### src/design/tcft_pkg.sv
// Shared types, constants and trend step function for the temperature change filter.
package tcft_pkg;

    localparam int SAMPLE_W = 16;
    localparam int TIME_W   = 32;
    localparam int HOLD_W   = 20;

    localparam logic [HOLD_W-1:0] HOLD_RESET = HOLD_W'(10000);

    typedef enum logic [1:0] {
        TREND_STALLED = 2'd0,
        TREND_RISEN   = 2'd1,
        TREND_FALLEN  = 2'd2
    } trend_t;

    // One filter result as handed from the core to the output register.
    typedef struct packed {
        logic signed [SAMPLE_W-1:0] filtered;
        trend_t                     trend;
    } tcft_result_t;

    typedef struct packed {
        trend_t trend_now;
        trend_t trend_cand;
    } tcft_trend_state_t;

    // One step of the trend machine on a change of candidate value.
    function automatic tcft_trend_state_t trend_step(
        input tcft_trend_state_t            cur,
        input logic signed [SAMPLE_W-1:0]   old_v,
        input logic signed [SAMPLE_W-1:0]   new_v
    );
        tcft_trend_state_t nxt;
        nxt = cur;
        case (cur.trend_cand)
            TREND_RISEN:
            begin
                if (old_v > new_v)
                    nxt.trend_cand = TREND_STALLED;
                else
                    nxt.trend_now = TREND_RISEN;
            end
            TREND_FALLEN:
            begin
                if (old_v < new_v)
                    nxt.trend_cand = TREND_STALLED;
                else
                    nxt.trend_now = TREND_FALLEN;
            end
            TREND_STALLED:
            begin
                nxt.trend_cand = (old_v > new_v) ? TREND_FALLEN : TREND_RISEN;
                nxt.trend_now  = TREND_STALLED;
            end
            default:
            begin
                nxt = cur;
            end
        endcase
        return nxt;
    endfunction

endpackage

### src/design/temperature_change_filter_trend.sv
// Top level: input register, filter core, output register and hold-time register.
// Each sample is registered in the input register, its result in the output register.
// Throughput: one sample per cycle unless stalled; the core updates its state as a sample
//   moves from the input register into the output register, so the next sample sees it.
// Reset (rst_n, async, active low): pipeline empty, filter not started, accepted
//   value 0, trend stalled with a risen candidate, hold_time_ms back to 10000.
module temperature_change_filter_trend (
    input  logic                                 clk,
    input  logic                                 rst_n,
    // configuration
    input  logic                                 cfg_wr_en,
    input  logic [tcft_pkg::HOLD_W-1:0]          cfg_wr_data,
    // input channel
    input  logic                                 in_valid,
    output logic                                 in_stall,
    input  logic signed [tcft_pkg::SAMPLE_W-1:0] sample,
    input  logic [tcft_pkg::TIME_W-1:0]          now_ms,
    // output channel
    output logic                                 out_valid,
    input  logic                                 out_stall,
    output logic signed [tcft_pkg::SAMPLE_W-1:0] filtered,
    output logic [1:0]                           trend
);
    import tcft_pkg::*;

    logic [HOLD_W-1:0] hold_reg;

    // Input register: holds one sample until the output register can take its result.
    logic                       s1_valid_reg;
    logic signed [SAMPLE_W-1:0] s1_sample_reg;
    logic [TIME_W-1:0]          s1_now_reg;

    logic         out_valid_reg;
    tcft_result_t out_result_reg;
    tcft_result_t core_result;

    logic out_free;
    logic advance;
    logic in_xfer;

    // Output register can take a new result when empty or being drained.
    assign out_free = !out_valid_reg || !out_stall;
    assign advance  = s1_valid_reg && out_free;
    // Input register is free when empty or moving forward this cycle.
    assign in_stall = s1_valid_reg && !out_free;
    assign in_xfer  = in_valid && !in_stall;

    always_ff @(posedge clk or negedge rst_n)
    begin
        if (!rst_n)
            hold_reg <= HOLD_RESET;
        else if (cfg_wr_en)
            hold_reg <= cfg_wr_data;
    end

    always_ff @(posedge clk or negedge rst_n)
    begin
        if (!rst_n)
            s1_valid_reg <= 1'b0;
        else if (in_xfer)
            s1_valid_reg <= 1'b1;
        else if (advance)
            s1_valid_reg <= 1'b0;
    end

    always_ff @(posedge clk)
    begin
        if (in_xfer)
        begin
            s1_sample_reg <= sample;
            s1_now_reg    <= now_ms;
        end
    end

    // State updates exactly once per sample, at the transfer into the output register.
    tcft_core u_core (
        .clk          (clk),
        .rst_n        (rst_n),
        .step         (advance),
        .sample       (s1_sample_reg),
        .now_ms       (s1_now_reg),
        .hold_time_ms (hold_reg),
        .result       (core_result)
    );

    always_ff @(posedge clk or negedge rst_n)
    begin
        if (!rst_n)
            out_valid_reg <= 1'b0;
        else if (out_free)
            out_valid_reg <= s1_valid_reg;
    end

    always_ff @(posedge clk)
    begin
        if (advance)
            out_result_reg <= core_result;
    end

    assign out_valid = out_valid_reg;
    assign filtered  = out_result_reg.filtered;
    assign trend     = out_result_reg.trend;

    // Back-pressure only when both registers are full.
    a_stall_full: assert property (@(posedge clk) disable iff (!rst_n)
        in_stall |-> (out_valid && s1_valid_reg))
        else $error("input stalled without a full pipeline");

    // A transferred sample lands in the input register.
    a_in_lands: assert property (@(posedge clk) disable iff (!rst_n)
        in_xfer |=> s1_valid_reg)
        else $error("accepted sample lost");

    // A held sample with an empty output register moves on in the next cycle.
    a_moves_on: assert property (@(posedge clk) disable iff (!rst_n)
        (s1_valid_reg && !out_valid_reg) |=> out_valid)
        else $error("result not produced");

endmodule

### src/design/tcft_core.sv
// Filter state registers and the single-pass update logic for one sample.
module tcft_core (
    input  logic                                clk,
    input  logic                                rst_n,
    input  logic                                step,
    input  logic signed [tcft_pkg::SAMPLE_W-1:0] sample,
    input  logic [tcft_pkg::TIME_W-1:0]          now_ms,
    input  logic [tcft_pkg::HOLD_W-1:0]          hold_time_ms,
    output tcft_pkg::tcft_result_t               result
);
    import tcft_pkg::*;

    logic signed [SAMPLE_W-1:0] accepted_reg, accepted_next;
    logic signed [SAMPLE_W-1:0] candidate_reg, candidate_next;
    logic [TIME_W-1:0]          change_time_reg, change_time_next;
    logic                       started_reg, started_next;
    tcft_trend_state_t          trend_reg, trend_next;

    logic [TIME_W-1:0] change_mid;
    logic [TIME_W:0]   deadline;
    logic              expired;

    // A new candidate restarts the timer at this sample's timestamp.
    assign change_mid = (sample != candidate_reg) ? now_ms : change_time_reg;
    // Deadline sum is one bit wider so it never wraps.
    assign deadline = {1'b0, change_mid} + {{(TIME_W + 1 - HOLD_W){1'b0}}, hold_time_ms};
    assign expired  = {1'b0, now_ms} > deadline;

    always_comb
    begin
        accepted_next    = accepted_reg;
        candidate_next   = candidate_reg;
        change_time_next = change_time_reg;
        started_next     = started_reg;
        trend_next       = trend_reg;
        result.filtered  = sample;

        if (sample == accepted_reg)
        begin
            result.filtered = sample;
        end
        else if (!started_reg)
        begin
            accepted_next    = sample;
            change_time_next = now_ms;
            started_next     = 1'b1;
        end
        else
        begin
            if (sample != candidate_reg)
            begin
                candidate_next = sample;
                trend_next     = trend_step(trend_reg, accepted_reg, sample);
            end
            change_time_next = change_mid;
            if (expired)
            begin
                accepted_next    = sample;
                change_time_next = now_ms;
            end
            result.filtered = accepted_next;
        end
        result.trend = trend_next.trend_now;
    end

    always_ff @(posedge clk or negedge rst_n)
    begin
        if (!rst_n)
        begin
            accepted_reg    <= '0;
            candidate_reg   <= '0;
            change_time_reg <= '0;
            started_reg     <= 1'b0;
            trend_reg       <= '{trend_now: TREND_STALLED, trend_cand: TREND_RISEN};
        end
        else if (step)
        begin
            accepted_reg    <= accepted_next;
            candidate_reg   <= candidate_next;
            change_time_reg <= change_time_next;
            started_reg     <= started_next;
            trend_reg       <= trend_next;
        end
    end

endmodule

### config.mk
export PLATFORM = sky130hd
export DESIGN_NAME = temperature_change_filter_trend
export DESIGN_NICKNAME = d
export VERILOG_FILES = /design/src/design/tcft_pkg.sv /design/src/design/temperature_change_filter_trend.sv /design/src/design/tcft_core.sv
export SDC_FILE = /design/constraint.sdc
export NUM_CORES = 1
export LEC_CHECK = 0
export BUFFER_PORTS_ARGS = -buffer_cell sky130_fd_sc_hd__clkbuf_2
export CAP_MARGIN = 10
export CORE_ASPECT_RATIO = 1.25
export CORE_MARGIN = 2
export CORE_UTILIZATION = 45
export CTS_CLUSTER_DIAMETER = 150
export DETAILED_ROUTE_END_ITERATION = 16
export PLACE_DENSITY = 0.64
export SLEW_MARGIN = 20
export SYNTH_ARGS = -nofsm -noshare
export SYNTH_HDL_FRONTEND = slang
export SYNTH_SLANG_ARGS = --single-unit
### constraint.sdc
create_clock -name clk -period 11.95 [get_ports clk]
set_clock_uncertainty 0.15 [all_clocks]
set_input_delay 2.39 -clock clk [delete_from_list [all_inputs] [get_ports clk]]
set_output_delay 2.39 -clock clk [all_outputs]
set_load 0.005 [all_outputs]
======== Word-level counts from Yosys, hierarchy flattened ========
Index checks and enable logic that the tools add are counted.
W data, S select, Z words.
operators by class
  add/subtract/negate cells ............... 1
  magnitude comparators ................... 3
  eq/ne operators ......................... 6
  multiplexer cells ....................... 17
  bitwise gates (word level) .............. 1
  reductions and logical operators ........ 14
operator list
  cell                  number
  $mux W32              3
  $mux W16              3
  $add A32 B20 Y33      1
  $gt A32 B33 Y1        1
  $eq A16 B16 Y1        1
  $gt A16 B16 Y1        1
  $lt A16 B16 Y1        1
  $ne A16 B16 Y1        1
  $mux W4               3
  $pmux W4 S3           1
  $mux W2               5
  $reduce_and A7 Y1     1
  $logic_not A1 Y1      4
  $ne A2 B1 Y1 const B  2
  $reduce_and A4 Y1     1
  $logic_and A1 B1 Y1   3
  $reduce_bool A3 Y1    1
  $eq A2 B1 Y1 const B  1
  $eq A2 B2 Y1 const B  1
  $logic_not A2 Y1      1
  $mux W1               2
  $reduce_and A2 Y1     1
  $reduce_bool A2 Y1    1
  $logic_or A1 B1 Y1    1
  $not A1 Y1            1
storage, ports and cells
  bits in registers ....................... 157
  input bits .............................. 73
  output and inout bits ................... 20
  word-level logic and storage cells ...... 55

======== Longest topological paths before layout ========
  depth after elaboration ................. 7
  gate-level depth with buffers ........... 29
  gate-level depth less buffers ........... 25

======== By module ========
From an unflattened synthesis, not the netlist that was laid out.
unflattened totals
  cells, all modules ...................... 719
  area, all modules ....................... 8986.1 um2
modules (own cells, without submodules)
  module                           instances  cells an instance  area an instance (um2)  sequential area each (um2)
  tcft_core                        1          603                6088.3                  1727.9
  temperature_change_filter_trend  1          116                2897.8                  2538.7

======== Worst setup path before layout ========
OpenSTA, ideal clock, no wires.
  path kind ............................... flip-flop to flip-flop
  start ................................... register s1_sample_reg[5]
  end ..................................... register u_core.change_time_reg[27]
  library setup time ...................... 0.126 ns
  data arrival time ....................... 6.321 ns
  data required time ...................... 11.674 ns
  slack ................................... 5.353 ns
  stages on the path, launching flop included .. 28
  path buffers ............................ 5
  period minus slack after synthesis ...... 6.597 ns
  cells stage by stage .................... edfxtp_1 xnor2_1 nand4_1 nor4_4 buf_4 clkbuf_1 buf_1 mux2_2 ha_1 o211a_1 a2111oi_1 o21ba_2 o41ai_1 o311a_1 buf_2 nand2_1 xnor2_1 mux2i_1 ha_1 nand4_1 nor3_1 a2111o_1 a211oi_1 a21oi_1 o21ai_1 a21oi_2 buf_2 a221o_1
between the ends
  word-level cells in the longest chain between the ends .. 6
  elaborated cells between the ends (all ways) .. 9
  classes of those cells .................. add/sub (1); order compare (1); eq/ne (2); mux (3); bitwise (1); reduce/logical (1)
RTL lines
  what                      RTL line                               source
  start: declaration        temperature_change_filter_trend.sv:30  logic signed [SAMPLE_W-1:0] s1_sample_reg;
  start signal: assignment  temperature_change_filter_trend.sv:70  s1_sample_reg <= sample;
  $ne A16 B16 Y1            tcft_core.sv:24                        assign change_mid = (sample != candidate_reg) ? now_ms : change_time_reg;
  $mux W32                  tcft_core.sv:24
  $add A32 B20 Y33          tcft_core.sv:26                        assign deadline = {1'b0, change_mid} + {{(TIME_W + 1 - HOLD_W){1'b0}}, hold_time_ms};
  $gt A32 B33 Y1            tcft_core.sv:27                        assign expired = {1'b0, now_ms} > deadline;
  $mux W32                  tcft_core.sv:56                        if (expired)
  $mux W32                  tcft_core.sv:42                        else if (!started_reg)
  end signal: assignment    tcft_core.sv:80                        change_time_reg <= change_time_next;
  end: declaration          tcft_core.sv:15                        logic [TIME_W-1:0] change_time_reg, change_time_next;
Parallel ways exist; a longest one is shown, timed or not.
A chain may end at the register's enable or synchronous reset.

======== Worst setup path in the final report ========
  start ................................... register s1_sample_reg[10]
  end ..................................... register u_core.change_time_reg[17]
Same word-level chain as after synthesis.

==> results.ini <==
[setup_path]
required_ns=12.11
path_buf_inv=3
endpoint_kind=register
critPathKind=reg2reg
crit_slowest_cell=a2111oi_4
cp_top_family=compound AO/OA/AOI/OAI gates
worstPathArrival_ns=8.00
crit_fanout=47
cpPeakStageDelay_ns=0.63
cp-start-kind=register

[placed_design]
port_buffers=92
gp_congestion=0.846
postPlaceCellArea_um2=9620
place_ws_ns=3.85
dp.final_hpwl_mm=13.7

[synth]
yosysWarnings=0
synth-async-reset-ratio_pct=58.0
synth_xor_area_share_pct=4.82
synth-edff-count=66
muxShareOfSynthArea_pct=14.9
synthAdderAreaFrac_pct=9.78
synth_flop_cell=dfrtp_1
yosysSeqAreaShare_pct=47.9
synth.net_count=864
synth.avg_cell_area_um2=12.3
synth-compound-area-share_pct=11.2
synth.cell_area_um2=8900
synth-simple-area-share_pct=8.70
syn_inst=722
ys_ff_latch=157
synth_cell_types=65
synth_top_family_by_area=multiplexers

[sta]
slew_headroom_pct=46.7
rsz0062_at_grt=no
finalSetupTns_ns=0
period_share_pct=65.5
whs_ns=0.349
finalSetupViolations=0
fmax_mhz=128
slew_violations=0
setup_ws_ns=4.12
worst_pin_slew_ns=0.799
period_minus_slack_ns=7.83
hold_violations=0

[pwr]
ir_worst_vdd_mv=0.114
power_density_nw_per_um2=172
p_leak_nw=4.41

[floorplanning]
start_util_pct=45.9
die_h_um=161
io_pins=93
coreArea_um2=19400
fp.dieW_um=130
rows=57
die_area_um2=20900

[drt]
drt_iter0_markers=296
wirelength_mm=18.9
route.detailed.drc=0
drtPass1Iterations=4
postRouteAntennaNets=0
vias_per_cell=5.43
wl_per_cell_um=17.3
vias=5942

[cts]
cts_setup_buffers=0
cts_buffers=17
cts_buffer_depth=2
clkTransAtPathRegs_ns=0.07
cts_hold_buf=0
clock-sinks=157
insertion_delay_ns=0.44
cts_resized=0
tritoncts=yes
cts_htree_levels=4
root_buffer=clkbuf_16

[layout]
layout_common_cells=clkbuf_2 (91), dfrtp_1 (85), ha_1 (68)
multi_input_area_um2=4420
seqCellArea_um2=4270
antenna_cells=0
fillers=1689
area_delta_synth_final_pct=15.1
drive_gt1_share_pct=29.2
fin_nets=959
finish.instance_area_um2=10200
final_common_cell=clkbuf_2

[flow_run]
max_cap_viol_count=0

[global_route]
grt_first_pass_wirelength_mm=31.0
gr-total-overflow=0
antenna_found_initial=0
grt_max_degree=61
grt_pass1_vias=6254
track_usage_pct=19.0

[worst_hold_path]
min_path_type=reg2reg

[outcome]
status=finished clean

[worst paths after layout]
path	start	end	slack [ns]	cells after the start
min in group asynchronous	rst_n	hold_reg[7]	1.74	1
setup / recovery	s1_sample_reg[10]	u_core.change_time_reg[17]	4.12	26
setup reg to reg	s1_sample_reg[10]	u_core.change_time_reg[17]	4.12	26
max in group asynchronous	rst_n	u_core.trend_reg[3]	8.75	2
hold reg to reg	u_core.candidate_reg[9]	u_core.candidate_reg[9]	0.35	2
hold / removal	u_core.candidate_reg[9]	u_core.candidate_reg[9]	0.35	2
[per-layer routing]
layer / GRT usage, % / wire length, um / vias up
li1: - / - / 2879
met1: 23.0 / 8260 / 2930
met2: 33.3 / 9790 / 108
met3: 3.44 / 492 / 25
met4: 7.43 / 407 / 0
met5: 0 / 0 / -
[synthesized netlist by cell type, types with 5 or more instances]
master	number	area share (%)
a31oi_1	5	0.35
dfstp_2	6	1.8
nand4_1	22	1.5
o21a_1	9	0.76
and3_1	7	0.49
nor3_1	7	0.39
buf_2	7	0.39
clkbuf_1	8	0.34
nor2_1	24	1.0
inv_1	28	1.2
nand2b_1	6	0.42
o21ai_0	38	2.1
edfxtp_1	66	22
ha_1	68	9.6
xor2_1	14	1.4
nand3_1	16	0.90
nand2_1	45	1.9
a221o_1	13	1.5
a21oi_1	27	1.5
mux2_2	55	7.0
mux2_4	38	6.4
xnor2_1	35	3.4
and2_1	5	0.35
a21o_1	11	0.93
mux2i_1	14	1.6
dfrtp_1	85	24
[power by group]
part	leakage, nW	switching (mW)	internal, mW	total, mW
logic	2.40	0.216	0.237	0.453
clock network	0.305	0.248	0.321	0.569
registers	1.71	0.0740	0.669	0.743
total	4.41	0.538	1.23	1.77
[worst reg2reg max path: stages (launching register included)]
cell and delay, ns:
edfxtp_1 0.44, xnor2_1 0.26, nand4_1 0.19, nor4_4 0.28
buf_4 0.55, nand2_1 0.14, o21ai_0 0.10, ha_1 0.24
inv_1 0.07, fa_1 0.39, and2b_1 0.23, o2111ai_1 0.15
a21oi_1 0.43, o21ai_4 0.17, a2111oi_4 0.63, nand3_1 0.17
xor2_1 0.17, mux2_2 0.28, ha_1 0.32, nand4_1 0.11
nor4_1 0.05, a311o_1 0.35, a21oi_1 0.31, o21ai_2 0.29
a21oi_4 0.46, buf_4 0.43, mux2_4 0.35
[logic make-up (layout without fill, tap and decap cells)]
family | Yosys count | after routing
buffers and inverters | 50 | 158
adder cells (fa/ha/maj) | 69 | 69
AND/OR/NAND/NOR | 150 | 150
multiplexers | 107 | 107
XOR/XNOR | 49 | 49
AO/OA/AOI/OAI | 140 | 140
flip-flops | 157 | 157
[stage by stage]
step | cells | total power [mW] | util, %
after floorplan | 722 | 1.07 | -
after global placement | 1063 | 1.19 | 49.6
after detailed placement | 1063 | 1.20 | 49.6
after CTS | 1095 | 1.79 | 52.8
after global routing | 1095 | 1.87 | 52.8
final | 1095 | 1.77 | 52.8
[layout make-up]
| type | count | area share, % |
|---|---|---|
| clock buffers | 18 | 4.19 |
| clock inverters | 14 | 1.83 |
| inverters | 28 | 1.03 |
| multi-input cells | 515 | 43.1 |
| flip-flops and latches | 157 | 41.7 |
| well taps | 265 | 3.24 |
| repair buffers | 98 | 4.96 |
Note: power is estimated with default switching activity, not from simulation.
